--- src/rtl/core/fpc_pkg.sv ---
// Package for the frustum polygon classifier: register indexes, field widths,
// the configuration write bundle, the beat tag and the visibility codes.
// No dependencies.
`default_nettype none

package fpc_pkg;

  localparam int PLANE_FIELD_W  = 16;
  localparam int CFG_DATA_W     = 64;
  localparam int CFG_IDX_W      = 3;
  localparam int NUM_PLANE_REGS = 6;
  localparam int MASK_W         = 6;
  localparam int VIS_W          = 2;

  typedef logic [CFG_IDX_W-1:0]  cfg_idx_t;
  typedef logic [CFG_DATA_W-1:0] cfg_data_t;

  localparam cfg_idx_t REG_PLANE_ENABLE = 3'd0;
  localparam cfg_idx_t REG_PLANE0       = 3'd1;

  typedef struct packed {
    logic      we;
    cfg_idx_t  index;
    cfg_data_t data;
  } cfg_wr_t;

  // Side information that rides along with a vertex down the chain.
  typedef struct packed {
    logic [MASK_W-1:0] clip_mask;
    logic              last_vertex;
  } tag_t;

  typedef enum logic [VIS_W-1:0] {
    VIS_OUTSIDE = 2'd0,
    VIS_INSIDE  = 2'd1,
    VIS_PARTIAL = 2'd2
  } vis_t;

endpackage

`default_nettype wire

--- src/rtl/core/fpc_cell.sv ---
// One plane cell of the classifier chain: holds one plane register, multiplies
// the vertex by its normal, then adds, compares and sets its behind bit.
// Depends on fpc_pkg.
`default_nettype none

module fpc_cell #(
  parameter int NUM_PLANES       = 6,
  parameter int COORD_BITS       = 16,
  parameter int NORMAL_FRAC_BITS = 14,
  parameter int PLANE_IDX        = 0
) (
  input  wire                          clk,
  input  wire                          rst,
  input  fpc_pkg::cfg_wr_t             cfg,
  input  wire                          in_valid,
  output logic                         in_ready,
  input  wire  [3*COORD_BITS-1:0]      in_vtx,
  input  fpc_pkg::tag_t                in_tag,
  input  wire  [NUM_PLANES-1:0]        in_behind,
  output logic                         out_valid,
  input  wire                          out_ready,
  output logic [3*COORD_BITS-1:0]      out_vtx,
  output fpc_pkg::tag_t                out_tag,
  output logic [NUM_PLANES-1:0]        out_behind
);
  import fpc_pkg::*;

  localparam int  PROD_W   = COORD_BITS + PLANE_FIELD_W;
  localparam int  OFF_W    = PLANE_FIELD_W + NORMAL_FRAC_BITS;
  localparam int  SUM_W    = (PROD_W > OFF_W) ? PROD_W + 2 : OFF_W + 2;
  localparam bit  WRITABLE = (PLANE_IDX < NUM_PLANE_REGS);

  cfg_data_t plane;
  logic      we_hit;

  logic signed [PLANE_FIELD_W-1:0] nx, ny, nz, off;
  logic signed [COORD_BITS-1:0]    x, y, z;

  // Multiply stage.
  logic                      a_valid;
  logic                      a_ce;
  logic [3*COORD_BITS-1:0]   a_vtx;
  tag_t                      a_tag;
  logic [NUM_PLANES-1:0]     a_behind;
  logic signed [PROD_W-1:0]  a_px, a_py, a_pz;

  // Sum and compare stage.
  logic                      b_ce;
  logic signed [SUM_W-1:0]   off_term;
  logic signed [SUM_W-1:0]   plane_dist;
  logic                      hit;

  assign we_hit = WRITABLE && cfg.we &&
                  (cfg.index == CFG_IDX_W'(int'(REG_PLANE0) + PLANE_IDX));

  always_ff @(posedge clk) begin
    if (rst) begin
      plane <= '0;
    end else if (we_hit) begin
      plane <= cfg.data;
    end
  end

  assign nx  = plane[PLANE_FIELD_W-1:0];
  assign ny  = plane[2*PLANE_FIELD_W-1:PLANE_FIELD_W];
  assign nz  = plane[3*PLANE_FIELD_W-1:2*PLANE_FIELD_W];
  assign off = plane[4*PLANE_FIELD_W-1:3*PLANE_FIELD_W];

  assign x = in_vtx[COORD_BITS-1:0];
  assign y = in_vtx[2*COORD_BITS-1:COORD_BITS];
  assign z = in_vtx[3*COORD_BITS-1:2*COORD_BITS];

  assign b_ce     = !out_valid || out_ready;
  assign a_ce     = !a_valid || b_ce;
  assign in_ready = a_ce;

  always_ff @(posedge clk) begin
    if (rst) begin
      a_valid <= 1'b0;
    end else if (a_ce) begin
      a_valid <= in_valid;
    end
  end

  always_ff @(posedge clk) begin
    if (a_ce && in_valid) begin
      a_vtx    <= in_vtx;
      a_tag    <= in_tag;
      a_behind <= in_behind;
      a_px     <= nx * x;
      a_py     <= ny * y;
      a_pz     <= nz * z;
    end
  end

  // A vertex is behind the plane when its distance is zero or negative.
  assign off_term   = SUM_W'(off) <<< NORMAL_FRAC_BITS;
  assign plane_dist = SUM_W'(a_px) + SUM_W'(a_py) + SUM_W'(a_pz) - off_term;
  assign hit        = plane_dist[SUM_W-1] || (plane_dist == '0);

  always_ff @(posedge clk) begin
    if (rst) begin
      out_valid <= 1'b0;
    end else if (b_ce) begin
      out_valid <= a_valid;
    end
  end

  always_ff @(posedge clk) begin
    if (b_ce && a_valid) begin
      out_vtx    <= a_vtx;
      out_tag    <= a_tag;
      out_behind <= a_behind | (NUM_PLANES'(hit) << PLANE_IDX);
    end
  end

endmodule

`default_nettype wire

--- config.mk ---
export PLATFORM = sky130hd
export DESIGN_NAME = fpc_cell
export DESIGN_NICKNAME = d
export VERILOG_FILES = /design/src/rtl/core/fpc_pkg.sv /design/src/rtl/core/fpc_cell.sv
export SDC_FILE = /design/constraint.sdc
export NUM_CORES = 2
export LEC_CHECK = 0
export BUFFER_PORTS_ARGS = -buffer_cell sky130_fd_sc_hd__clkbuf_2
export CORE_MARGIN = 2
export CORE_UTILIZATION = 55
export CTS_BUF_LIST = sky130_fd_sc_hd__clkbuf_2 sky130_fd_sc_hd__clkbuf_4 sky130_fd_sc_hd__clkbuf_8
export CTS_CLUSTER_DIAMETER = 200
export DETAILED_ROUTE_END_ITERATION = 8
export PLACE_DENSITY = 0.73
export SETUP_SLACK_MARGIN = 0.5
export SYNTH_ARGS = -nofsm -noshare
export SYNTH_HDL_FRONTEND = slang
export SYNTH_SLANG_ARGS = --single-unit
--- constraint.sdc ---
create_clock -name clk -period 13.4 [get_ports clk]
set_input_delay 1.34 -clock clk [delete_from_list [all_inputs] [get_ports clk]]
set_output_delay 1.34 -clock clk [all_outputs]
set_load 0.03 [all_outputs]
# Word level (Yosys, flattened, before mapping)
# Index checks and enable logic that the tools add are counted.
[totals] ff_bits=284 inputBits=133 out_inout_bits=63 word_cells=31
[op_classes] addsub=3 mul=3 eq_ne=1 bitwise_logic=1 n_reduce_logical=9
[ops] op="$mul 16x16->32" n=3
[ops] op="$add 33x32->34" n=1
[ops] op="$logic_not 34->1" n=1
[ops] op="$sub 34x30->34" n=1
[ops] op="$add 32x32->33" n=1
[ops] op="$or 6x1->6" n=1
[ops] op="$eq 3x1->1 const B" n=1
[ops] op="$logic_and 1x1->1" n=3
[ops] op="$logic_or 1x1->1" n=3
[ops] op="$logic_not 1->1" n=2

# Longest topological paths before layout
[depth] depth_word=6 depth_mapped=25 mapped_depth_nobuf=24

# Worst setup path after synthesis
# Ideal clock, no wire load.
[synth_path] kind="in2reg" from="input in_vtx[1]" to="register a_px[31], data pin" setup_time_ps=260 arrival_time_ps=6916 required_ps=13140 setup_slack_ps=6224 cell_stages=22 n_path_buf=1 cell_sequence="clkbuf_1 nand2_1 fa_1 fa_1 inv_1 fa_1 inv_1 fa_1 fa_1 fa_1 inv_1 ha_1 a21o_1 a21o_1 or3_1 a31oi_1 o31a_1 a31oi_1 a2111oi_0 o21bai_1 a21oi_1 xnor2_1"
[synth_between] elab_chain_len=1
[synth_rtl] item="from (decl)" line="fpc_cell.sv:17" text="input wire [3*COORD_BITS-1:0] in_vtx,"
[synth_rtl] item="$mul 16x16->32" line="fpc_cell.sv:90" text="a_px <= nx * x;"
[synth_rtl] item="to (signal assigned)" line="fpc_cell.sv:90"
[synth_rtl] item="to (decl)" line="fpc_cell.sv:45" text="logic signed [PROD_W-1:0] a_px, a_py, a_pz;"
# Every way passes these cells.
# A chain may end at the register's enable or synchronous reset.

# Worst setup path in the final report
# Ends and elaborated chain as after synthesis.

==> results.sh <==
export IMPL_status="finished clean"
export IMPL_area_growth_pct=7.11
export IMPL_track_usage_pct=25.3
export IMPL_worst_r2r_setup_slack_ps=6520
export IMPL_cts_sinks=284
export IMPL_rsz0062_at_grt="no"
export IMPL_timing_critical_path_buf_inv=4
export IMPL_first_iter_violations=1831
export IMPL_synth_common_cells="985 x inv_1, 837 x fa_1, 512 x nand2_1"
export IMPL_final_area_um2=44400
export IMPL_netlist_instances=4145
export IMPL_antenna_found_initial=3
export IMPL_post_cts_buffers=0
export IMPL_max_vdd_ir_drop_mv=0.138
export IMPL_vias=27900
export IMPL_nNetsFinal=5538
export IMPL_startpoint="in_vtx[1]"
export IMPL_fillers=6249
export IMPL_powerDensity_nw_per_um2=102
export IMPL_path_class="input port to flip-flop"
export IMPL_syn_nets=5407
export IMPL_ys_seq_area_share_pct=19.0
export IMPL_initial_core_util_pct=55.6
export IMPL_ctsHtreeMaxLevel=2
export IMPL_cp_max_fo=17
export IMPL_cts_hold_buffers=0
export IMPL_wl_met2_um=43200
export IMPL_setup_worst_path_start_class="input port"
export IMPL_clock_root_buffer="clkbuf_8"
export IMPL_hold_viol=0
export IMPL_core_area_um2=74600
export IMPL_async_flop_share_pct=0
export IMPL_reg2reg_to="a_px[31]$_DFFE_PP_"
export IMPL_grt_first_pass_wirelength_um=155000
export IMPL_die_h_um=279
export IMPL_yosys_area_top_type_share_pct=40.4
export IMPL_synth_seq_cells=284
export IMPL_overflow=0
export IMPL_leakage_nw=22.3
export IMPL_maxCapViolCount=0
export IMPL_worstPathRequired_ps=13790
export IMPL_finalCritPeriodShare_pct=52.4
export IMPL_io_buffers=195
export IMPL_grt_max_degree=73
export IMPL_wl_met3_um=6810
export IMPL_period_minus_slack_ps=7020
export IMPL_postRouteAntennaNets=0
export IMPL_multi_input_area_um2=29400
export IMPL_synth_area_top_cells="fa_1 40%, edfxtp_1 16%, inv_1 8.9%"
export IMPL_cts_tree="yes"
export IMPL_r2r_start="plane[7]$_SDFFE_PP0P_"
export IMPL_maxSlewViolCount=0
export IMPL_drive_gt1_share_pct=7.34
export IMPL_avgSynthCellArea_um2=10.0
export IMPL_synth_edf_count=218
export IMPL_cp_slowest_cell="fa_1"
export IMPL_synthFlopType="edfxtp_1"
export IMPL_clkSlewWorstSetupHoldPaths_ps=60
export IMPL_hp_start="a_vtx[12]$_DFFE_PP_"
export IMPL_gp_routability_congestion=0.906
export IMPL_m1WireLength_um=40100
export IMPL_crit_top_cell="fa_1"
export IMPL_cp_cell_sequence="clkbuf_2 > nand2_1 > fa_1 > fa_1 > inv_1 > fa_1 > inv_1 > fa_1 > fa_1 > fa_1 > inv_1 > ha_1 > a21o_1 > a21o_1 > or3_1 > a31oi_1 > o31a_1 > a31oi_1 > a2111oi_0 > o21bai_1 > a21oi_1 > xnor2_1"
export IMPL_yosysMostFrequentCell="inv_1"
export IMPL_dp_hpwl_um=73900
export IMPL_clock_skew_ps=33.5
export IMPL_holdPathStages=0
export IMPL_drc=0
export IMPL_worst_slew_pin_slew_ps=1030
export IMPL_rows=100
export IMPL_slew_headroom_pct=31.4
export IMPL_end_kind="flip-flop"
export IMPL_hp_class="flip-flop to flip-flop"
export IMPL_setup_tns_ps=0
export IMPL_instances_no_fill=5291
export IMPL_clock_latency_ps=680
export IMPL_clockBufferDepth=3
export IMPL_pin_count=196
export IMPL_synth_cell_types=75
export IMPL_regArea_um2=7870
export IMPL_dieArea_um2=77600
export IMPL_cts_resized=0
export IMPL_netlist_area_um2=41500
export IMPL_max_freq_ghz=0.143
export IMPL_wl_um=92900
export IMPL_slowest_delay_ps=550
export IMPL_post_drt_wl_per_cell_um=17.6
export IMPL_worstHoldEndpoint="out_vtx[12]$_DFFE_PP_"
export IMPL_top_layer_used="met5"
export IMPL_rr_worst_depth=21
export IMPL_placed_cell_area_um2=43200
export IMPL_numCtsBuffers=53
export IMPL_crit_arrival_ps=7410
export IMPL_via_per_inst=5.28
export IMPL_synth_top_area_cell="fa_1"
export IMPL_cpLargestDelayFamily="adder cells"
export IMPL_place_inst=5190
export IMPL_firstDrtPassIters=5
export IMPL_setup_viol=0
export IMPL_die_w_um=279
export IMPL_grt_pass1_vias=29600
export IMPL_yosys_warnings=0
## per-layer routing
metal	GRT usage [%]	vias to the layer above
met4	7.60	4
met5	0	-
li1	-	12800
met3	5.10	157
met2	40.3	923
met1	35.3	14100
## flip-flops by register name (all words and copies together) (netlist names)
| signal | count |
|---|---|
| a_vtx | 48 |
| out_valid | 1 |
| a_tag | 7 |
| a_py | 32 |
| a_valid | 1 |
| out_behind | 6 |
| a_pz | 32 |
| out_tag | 7 |
| a_behind | 6 |
| out_vtx | 48 |
| a_px | 32 |
| plane | 64 |
## worst max path at each step
stage                                     to  slack [ps]  depth (start not counted)
after CTS                 a_px[31]$_DFFE_PP_        6420                         22
final                     a_px[31]$_DFFE_PP_        6380                         22
after global routing      a_px[31]$_DFFE_PP_        6040                         22
after floorplan           a_px[31]$_DFFE_PP_        6220                         22
after detailed placement  a_px[31]$_DFFE_PP_        5720                         22
after global placement    a_px[31]$_DFFE_PP_        5780                         22
## worst reg2reg max path, cell delays in order (launching register included)
cell,delay (ps)
dfxtp_1,870
nand2_1,190
fa_1,540
fa_1,490
inv_1,50
fa_1,500
inv_1,60
fa_1,550
fa_1,420
fa_1,490
inv_1,40
ha_1,310
a21o_1,190
a21o_1,200
or3_1,310
a31oi_1,200
o31a_1,210
a31oi_1,180
a2111oi_0,420
o21bai_1,120
a21oi_1,180
xnor2_1,80
## cell usage in the layout (no fill, tap or decap), types with 4 or more instances in the layout
cell type / n
inv_1: 985
dfxtp_1: 66
nand3_1: 16
nand4_1: 13
o21a_1: 22
bufinv_16: 4
o21bai_1: 14
and3_1: 12
edfxtp_1: 218
a211oi_1: 9
a21oi_1: 155
ha_1: 292
nand3b_1: 4
nor4_1: 4
clkbuf_2: 194
nor2b_1: 10
o31ai_1: 6
nand2b_1: 25
nand2_1: 512
clkbuf_4: 19
nor3_1: 12
clkinv_2: 5
clkbuf_8: 58
a31oi_1: 12
and2_1: 374
mux2i_1: 4
or3_1: 8
o211ai_1: 6
o21ai_0: 57
nor2_1: 109
xnor2_1: 94
clkinvlp_4: 4
fa_1: 837
buf_4: 8
a21o_1: 51
a211o_1: 4
xor2_1: 26
clkinv_1: 5
## layout make-up
class,instances,share of cell area [%]
Multi-Input combinational cell,2749,66.2
Sequential cell,284,17.7
Inverter,985,8.32
Tap cell,969,2.73
Timing Repair Buffer,203,2.33
Clock buffer,77,2.12
Clock inverter,23,0.569
Antenna cell,1,0.00563
## cell families (layout without fill, tap and decap cells)
| family | Yosys count | after routing | synth area share (%) |
|---|---|---|---|
| and+or+nand+nor | 1114 | 1114 | 13.1 |
| xor gates and xnor gates | 120 | 120 | 2.53 |
| DFF | 284 | 284 | 19.0 |
| buffers and inverters | 1112 | 1288 | 10.2 |
| other | 0 | 1 | 0 |
| AOI/OAI and AO/OA | 382 | 382 | 5.91 |
| adders and majority gates | 1129 | 1129 | 49.2 |
| muxes | 4 | 4 | 0.0966 |
## power by group
| part | leakage, nW | internal (W) | switching [W] |
|---|---|---|---|
| Sequential | 2.66 | 0.00107 | 0.0000582 |
| Clock | 0.615 | 0.000534 | 0.000404 |
| Combinational | 19.0 | 0.00100 | 0.00148 |
## metrics by stage
step	setup slack, ps	total power [W]	utilization (%)	hold WS, ps
floorplan	6220	0.00303	-	400
global placement	5780	0.00357	58.0	401
detailed placement	5720	0.00360	58.0	405
CTS	6420	0.00457	59.6	406
global route	6040	0.00492	59.6	405
finish	6380	0.00455	59.6	406
No activity file was read; power rests on OpenSTA's default activity.
