### src/rtl/core/fpc_pkg.sv
// Package for the frustum polygon classifier: register indexes, field widths,
// the configuration write bundle, the beat tag and the visibility codes.
// No dependencies.
`default_nettype none

package fpc_pkg;

  localparam int PLANE_FIELD_W  = 16;
  localparam int CFG_DATA_W     = 64;
  localparam int CFG_IDX_W      = 3;
  localparam int NUM_PLANE_REGS = 6;
  localparam int MASK_W         = 6;
  localparam int VIS_W          = 2;

  typedef logic [CFG_IDX_W-1:0]  cfg_idx_t;
  typedef logic [CFG_DATA_W-1:0] cfg_data_t;

  localparam cfg_idx_t REG_PLANE_ENABLE = 3'd0;
  localparam cfg_idx_t REG_PLANE0       = 3'd1;

  typedef struct packed {
    logic      we;
    cfg_idx_t  index;
    cfg_data_t data;
  } cfg_wr_t;

  // Side information that rides along with a vertex down the chain.
  typedef struct packed {
    logic [MASK_W-1:0] clip_mask;
    logic              last_vertex;
  } tag_t;

  typedef enum logic [VIS_W-1:0] {
    VIS_OUTSIDE = 2'd0,
    VIS_INSIDE  = 2'd1,
    VIS_PARTIAL = 2'd2
  } vis_t;

endpackage

`default_nettype wire

### src/rtl/core/fpc_result_if.sv
// Result channel: valid/ready handshake with one visibility code per beat.
// Depends on fpc_pkg.
`default_nettype none

interface fpc_result_if ();
  logic                      valid;
  logic                      ready;
  logic [fpc_pkg::VIS_W-1:0] visibility;

  modport source (output valid, visibility, input ready);
  modport sink   (input valid, visibility, output ready);
endinterface

`default_nettype wire

### src/rtl/core/fpc_accum.sv
// End of the classifier chain: holds the plane enable register and the
// per-plane polygon flags, and classifies the polygon into the result register.
// Depends on fpc_pkg and fpc_result_if.
`default_nettype none

module fpc_accum #(
  parameter int NUM_PLANES = 6
) (
  input  wire                    clk,
  input  wire                    rst,
  input  fpc_pkg::cfg_wr_t       cfg,
  input  wire                    in_valid,
  output logic                   in_ready,
  input  fpc_pkg::tag_t          in_tag,
  input  wire  [NUM_PLANES-1:0]  in_behind,
  fpc_result_if.source           res
);
  import fpc_pkg::*;

  logic [NUM_PLANES-1:0] plane_enable;
  logic [NUM_PLANES-1:0] en_wr;
  logic [NUM_PLANES-1:0] mask_bits;
  logic [NUM_PLANES-1:0] active;
  logic [NUM_PLANES-1:0] all_behind, all_behind_next;
  logic [NUM_PLANES-1:0] any_behind, any_behind_next;
  logic                  acc;
  logic                  out_valid;
  vis_t                  vis, vis_next;

  for (genvar i = 0; i < NUM_PLANES; i++) begin : g_bit
    if (i < MASK_W) begin : g_used
      assign en_wr[i]     = cfg.data[i];
      assign mask_bits[i] = in_tag.clip_mask[i];
    end else begin : g_unused
      assign en_wr[i]     = 1'b0;
      assign mask_bits[i] = 1'b0;
    end
  end

  always_ff @(posedge clk) begin
    if (rst) begin
      plane_enable <= '0;
    end else if (cfg.we && cfg.index == REG_PLANE_ENABLE) begin
      plane_enable <= en_wr;
    end
  end

  // Vertices that close no polygon never wait on the result port.
  assign in_ready = !in_tag.last_vertex || !out_valid || res.ready;
  assign acc      = in_valid && in_ready;

  assign all_behind_next = all_behind & in_behind;
  assign any_behind_next = any_behind | in_behind;
  assign active          = plane_enable & mask_bits;

  always_comb begin
    if ((all_behind_next & active) != '0) begin
      vis_next = VIS_OUTSIDE;
    end else if ((any_behind_next & active) != '0) begin
      vis_next = VIS_PARTIAL;
    end else begin
      vis_next = VIS_INSIDE;
    end
  end

  always_ff @(posedge clk) begin
    if (rst) begin
      all_behind <= '1;
      any_behind <= '0;
    end else if (acc) begin
      if (in_tag.last_vertex) begin
        all_behind <= '1;
        any_behind <= '0;
      end else begin
        all_behind <= all_behind_next;
        any_behind <= any_behind_next;
      end
    end
  end

  always_ff @(posedge clk) begin
    if (rst) begin
      out_valid <= 1'b0;
    end else if (acc && in_tag.last_vertex) begin
      out_valid <= 1'b1;
    end else if (res.ready) begin
      out_valid <= 1'b0;
    end
  end

  always_ff @(posedge clk) begin
    if (acc && in_tag.last_vertex) begin
      vis <= vis_next;
    end
  end

  assign res.valid      = out_valid;
  assign res.visibility = vis;

  a_flags_clear: assert property (@(posedge clk) disable iff (rst)
    acc && in_tag.last_vertex |=> all_behind == '1 && any_behind == '0)
    else $error("polygon flags not cleared after the closing vertex");

  a_flags_nested: assert property (@(posedge clk) disable iff (rst)
    all_behind == '1 || (all_behind & ~any_behind) == '0)
    else $error("a plane has all vertices behind but none recorded behind");

  a_result_source: assert property (@(posedge clk) disable iff (rst)
    $rose(out_valid) |-> $past(acc && in_tag.last_vertex))
    else $error("result raised without a closing vertex");

endmodule

`default_nettype wire

### src/flat_wrapper.sv
// flat-port wrapper written by rule: the top's interface ports become plain ports
module fpc_accum_flat import fpc_pkg::*;
#(
  parameter int NUM_PLANES = 6
)
  (clk, rst, cfg, in_valid, in_ready, in_tag, in_behind, res_valid, res_visibility, res_ready);
  fpc_result_if res_i ();
  input  wire clk;
  input  wire rst;
  input  fpc_pkg::cfg_wr_t cfg;
  input  wire in_valid;
  output logic in_ready;
  input  fpc_pkg::tag_t in_tag;
  input  wire  [NUM_PLANES-1:0] in_behind;
  output wire logic [$bits(res_i.valid)-1:0] res_valid;
  output wire logic [$bits(res_i.visibility)-1:0] res_visibility;
  input wire logic [$bits(res_i.ready)-1:0] res_ready;
  assign res_valid = res_i.valid;
  assign res_visibility = res_i.visibility;
  assign res_i.ready = res_ready;
  fpc_accum #(.NUM_PLANES(NUM_PLANES)) u_core (.clk(clk), .rst(rst), .cfg(cfg), .in_valid(in_valid), .in_ready(in_ready), .in_tag(in_tag), .in_behind(in_behind), .res(res_i));
endmodule
### config.mk
export PLATFORM = sky130hd
export DESIGN_NAME = fpc_accum_flat
export DESIGN_NICKNAME = d
export VERILOG_FILES = /design/src/rtl/core/fpc_pkg.sv /design/src/rtl/core/fpc_result_if.sv /design/src/rtl/core/fpc_accum.sv /design/src/flat_wrapper.sv
export SDC_FILE = /design/constraint.sdc
export NUM_CORES = 1
export LEC_CHECK = 0
export BUFFER_PORTS_ARGS = -buffer_cell sky130_fd_sc_hd__buf_2
export CELL_PAD_IN_SITES_DETAIL_PLACEMENT = 1
export CELL_PAD_IN_SITES_GLOBAL_PLACEMENT = 2
export CORE_MARGIN = 2
export CORE_UTILIZATION = 18
export CTS_BUF_LIST = sky130_fd_sc_hd__clkbuf_4 sky130_fd_sc_hd__clkbuf_8
export CTS_CLUSTER_DIAMETER = 200
export CTS_CLUSTER_SIZE = 10
export DETAILED_ROUTE_END_ITERATION = 10
export GPL_ROUTABILITY_DRIVEN = 1
export PLACE_DENSITY_LB_ADDON = 0.1
export SYNTH_ARGS = -nofsm -noshare
export SYNTH_HDL_FRONTEND = slang
export SYNTH_SLANG_ARGS = --single-unit
### constraint.sdc
create_clock -name clk -period 3.65 [get_ports clk]
set_clock_uncertainty 0.1 [all_clocks]
set_input_delay 0.5475 -clock clk [delete_from_list [all_inputs] [get_ports clk]]
set_output_delay 0.5475 -clock clk [all_outputs]
set_load 0.01 [all_outputs]
Yosys cells after proc, flatten, opt, wreduce, memory -nomap -nowiden. Cells that the tools add are included. W data, S select, Z words.

Flip-flop bits (word level): 21. Word-level logic and storage cells: 26.

Reductions and logical operators: 11. Mux-type cells: 5. Bitwise gates (word level): 5.

Operators with widths (count): $and A6 B6 Y6 (4); $mux W6 (2); $reduce_bool A6 Y1 (2); $or A6 B6 Y6 (1); $logic_and A1 B1 Y1 (3); $logic_not A3 Y1 (1); $logic_not A1 Y1 (2); $logic_or A1 B1 Y1 (2); $mux W1 (2); $mux W2 (1); $reduce_bool A2 Y1 (1).

Longest topological paths before layout.
Depth after elaboration: 6. Gate-level depth with buffers: 5. Mapped depth without buffers: 4.

Least setup slack after synthesis. No wires, ideal clock.

Path type: input to register. Start point: input cfg[65] (netlist bit). End point: register u_core.plane_enable[0]. Buffers on the path: 0. Library setup time: 0.125 ns. Setup slack: 2.135 ns. Arrival time: 1.290 ns. Cell stages on the path: 3. Cell sequence: nor4b_4 -> mux2i_1 -> nor2_1.

Longest elaborated chain between the ends: 2.

RTL lines: from (decl) (RTL line flat_wrapper.sv:10) `input fpc_pkg::cfg_wr_t cfg;`; $logic_not A3 Y1 (RTL line fpc_accum.sv:43) `end else if (cfg.we && cfg.index == REG_PLANE_ENABLE) begin`; $logic_and A1 B1 Y1 (RTL line fpc_accum.sv:43); to (signal assigned) (RTL line fpc_accum.sv:44) `plane_enable <= en_wr;`; to (decl) (RTL line fpc_accum.sv:20) `logic [NUM_PLANES-1:0] plane_enable;`.

No other way between the ends. A chain may end at the register's enable or synchronous reset.

Final worst setup path.
Start point: input res_ready. End point: output in_ready.

Longest elaborated chain between the ends: 1.

RTL lines: from (decl) (RTL line flat_wrapper.sv:17) `input wire logic [$bits(res_i.ready)-1:0] res_ready;`; $logic_or A1 B1 Y1 (RTL line fpc_accum.sv:49) `assign in_ready = !in_tag.last_vertex || !out_valid || res.ready;`; to (decl) (RTL line flat_wrapper.sv:12) `output logic in_ready;`.

No other way between the ends.

==> summary by stage <==
Synthesis
The cell area that synthesis handed to floorplanning was 825.8 um^2. The sequential share of the synthesized area is 0.5333. In this run, synthesis inferred 2 flip-flops with an integrated enable. The most repeated cell in the gate-level netlist after synthesis is dfxtp_1. The most instantiated flip-flop cell in the synthesis netlist is dfxtp_1. The largest total area in the synthesized netlist belongs to dfxtp_1.

The commonest cells after synthesis are dfxtp_1 (19), nor2_1 (14), nand2_1 (12). The area share of the largest cell type after synthesis is 0.4606. The count of unique library cells instantiated by Yosys is 17. The number of cells produced by synthesis is 89. The post-synthesis async set-or-reset flop share is 0. Dividing the synthesized area by the synthesized cell count gives 9.279 um^2. After synthesis the netlist holds a flip-flop and latch count of 21.

The post-synthesis net count is 174. The Yosys step of the flow raised 0 warnings. By area the synthesized netlist is led by dfxtp_1 (46%), mux2i_1 (7.3%), edfxtp_1 (7.3%).

Place
The sum of net half-perimeters after detailed placement is 1888 um. Counting tap cells, the placed design contains a total of 168 instances. At the end of routability-driven placement, the weighted congestion stood at 0.6981. In this run the tool buffered the top-level ports with 30 buffer cells.

Finish
Of the cells placed in the final design, the portion with a size suffix greater than 1 is 0.2917. From synthesis to final layout, the design area changed by 30.61%. The fill cell total of the finished layout is 528. The layout net count is 206.

The antenna diode instance count is 0. After the flow finishes, the layout carries non-filler instances totaling 172.

Drt
The post-route antenna net violation count is 0. In the final routed layout, each cell accounts on average for 13.70 um. The routed layout has 736 vias. The average vias per placed instance is 4.279. The final layout contains routed wiring with a total length of 2356 um. For this block, the initial DRC count from the detailed router was 14. For this run, design rule violations remaining after detail routing come to 0. The number of detailed-route iterations in the first pass is 2.

Status
The run finished with clean final reports.

GRT
The total routing resource utilization after global routing is 0.09722. The via count of the first global-routing pass is 780. The number of antenna violations at the first check in global routing is 0. The largest net degree at the start of global routing is 12.

The total overflow left after global routing is 0. The first global-routing pass estimated 3753 um of wire.

Setup path
The largest individual stage delay along the critical path comes from the cell nand3b_1. The worst endpoint required time is 3000 ps. Among the stages of the critical path, the cell type that occurs most often is buf_2. In this run the worst path has a maximum fanout of 3. The worst setup path is of the in -> out kind. The start point of the critical path is res_ready. The number of cells on the worst reg-to-reg path is 4. The logic depth of the worst path, buffers included is 3. In this run the critical register-to-register path is launched from u_core.res.valid$_SDFFE_PP0P_.

The worst setup path is captured at a primary output. Broken down by cell family, the worst path's largest delay share belongs to buffers and inverters. The worst endpoint data arrival time is 990 ps. Traced cell by cell, the critical path runs through buf_2 > nand3b_1 > buf_2.

In this design, the stage delay of the slowest critical-path cell is 180 ps. The kind of start point of the critical path is an input pin. The critical path buffer and inverter count is 2.

Clock network
The post-CTS setup-driven buffer insertion count is 0. The CTS buffer count is 3. After clock tree synthesis, the clock-pin slew on the worst setup and hold paths is 80 ps. The cell at the root of the clock tree is clkbuf_8. Once the clock tree was built, the resizer swapped 0 gates to a different size. The total number of clock tree sinks is 21. For the worst-skew pair, the clock arrives at the later sink with an insertion delay of 260 ps. Counting along the longest clock path gives a buffer depth of 2.

CTS built an H-tree with a depth of 1. In this run, post-CTS hold repair placed 0 buffers. TritonCTS built the clock tree.

Job
The total of max-cap violations is 0.

Timing
The number of setup violations in the final report is 0. The final max-slew violation count is 0. The actual slew at the worst max-slew pin is 574.4 ps. In the final timing run, aggregate negative setup slack is 0 ps. The normalized max-slew margin is 0.6154.

Setup repair after global routing left no endpoint under its margin. Based on the critical path, the design can be clocked at up to 0.6110 GHz. The minimum period implied by the final worst setup slack is 1637 ps. The final clock period utilization by the worst path is 0.4484. The number of failing hold endpoints at the final stage was 0.

Power and ir drop
For this design the ratio of total power to cell area is 423.6 mW/mm^2. Summed over all cells, the static leakage comes to 0.4421 nW. Overall power consumption after layout is estimated at 0.0004569 W. The worst-case IR drop observed on VDD is 0.1156 mV.

Floorplan
In this run the vertical extent of the chip is 71.73 um. The number of primary I/O pins is 89. The initial core utilization is 0.1884. The overall die width is 71.73 um. The core area is 0.004384 mm^2. The count of standard-cell rows is 24. The overall die area is 0.005145 mm^2.

Worst hold path
The launch point of the worst hold path is u_core.all_behind[2]$_SDFFE_PP1P_. The path category of the worst min-delay check is reg -> reg. Along the worst hold path, the cell count comes to 2.
-- registers in the layout, indices dropped and copies added (netlist names) --
signal,flops
u_core.res.valid,1
u_core.any_behind,6
u_core.plane_enable,6
u_core.res.visibility,2
u_core.all_behind,6
-- placed cells by master, fill, tap and decap left out, types with 2 or more instances in the layout --
cell type / Yosys / final
mux2i_1: 6 / 6
dfxtp_1: 19 / 19
o21ai_0: 6 / 6
nand2_1: 12 / 12
buf_2: 0 / 30
edfxtp_1: 2 / 2
nand4_1: 7 / 7
nor2_1: 14 / 14
clkbuf_8: 0 / 3
a21oi_1: 7 / 7
o211ai_1: 6 / 6
-- through the flow --
step	cell area (um^2)	utilization	setup slack, ps	hold WS [ps]
after floorplan	825.8	-	2135	337.3
after global placement	1030	0.2349	1854	347.6
after detailed placement	1030	0.2349	1821	362.3
after CTS	1079	0.2460	1998	376.2
after global routing	1079	0.2460	1972	400.1
final	1079	0.2460	2013	370.6
-- layer usage --
metal / track usage / vias to the layer above / share of wire
met3: 0.02391 / 2 / 0.066
li1: - / 381 / -
met5: 0 / - / 0
met1: 0.1324 / 333 / 0.49
met4: 0.03145 / 0 / 0.0081
met2: 0.1512 / 20 / 0.43
-- kinds of logic (layout without fill, tap and decap cells) --
kind of cell           Yosys count  in the layout  share of synthesized area
and+or+nand+nor                 40             40                     0.2470
DFF                             21             21                     0.5333
muxes                            6              6                    0.07273
buffers and inverters            3             34                    0.01364
AOI/OAI and AO/OA               19             19                     0.1333
-- worst min-delay path, cell delays in order (launching register included) --
cell and delay [ps]:
dfxtp_1 310, o21ai_0 70, nand2_1 50
-- cell type report --
type / count / area [um^2] / share of cell area
Multi-Input combinational cell: 65 / 374.1 / 0.3469
Sequential cell: 21 / 440.4 / 0.4084
Tap cell: 52 / 65.06 / 0.06033
Timing Repair Buffer: 30 / 150.1 / 0.1392
Clock buffer: 4 / 48.80 / 0.04524
-- path summary, 6_finish.rpt --
path                                  endpoint  slack [ps]
max                                   in_ready        2010
max reg2reg  u_core.all_behind[3]$_SDFFE_PP1P_        2260
min          u_core.all_behind[2]$_SDFFE_PP1P_         370
min reg2reg  u_core.all_behind[2]$_SDFFE_PP1P_         370
-- power by group --
part | switching, W | internal, W | total, W
Sequential | 0.00000570 | 0.000243 | 0.000249
Combinational | 0.0000260 | 0.0000211 | 0.0000472
Clock | 0.0000756 | 0.0000851 | 0.000161
Total | 0.000107 | 0.000350 | 0.000457
(Power assumes the default switching activity.)
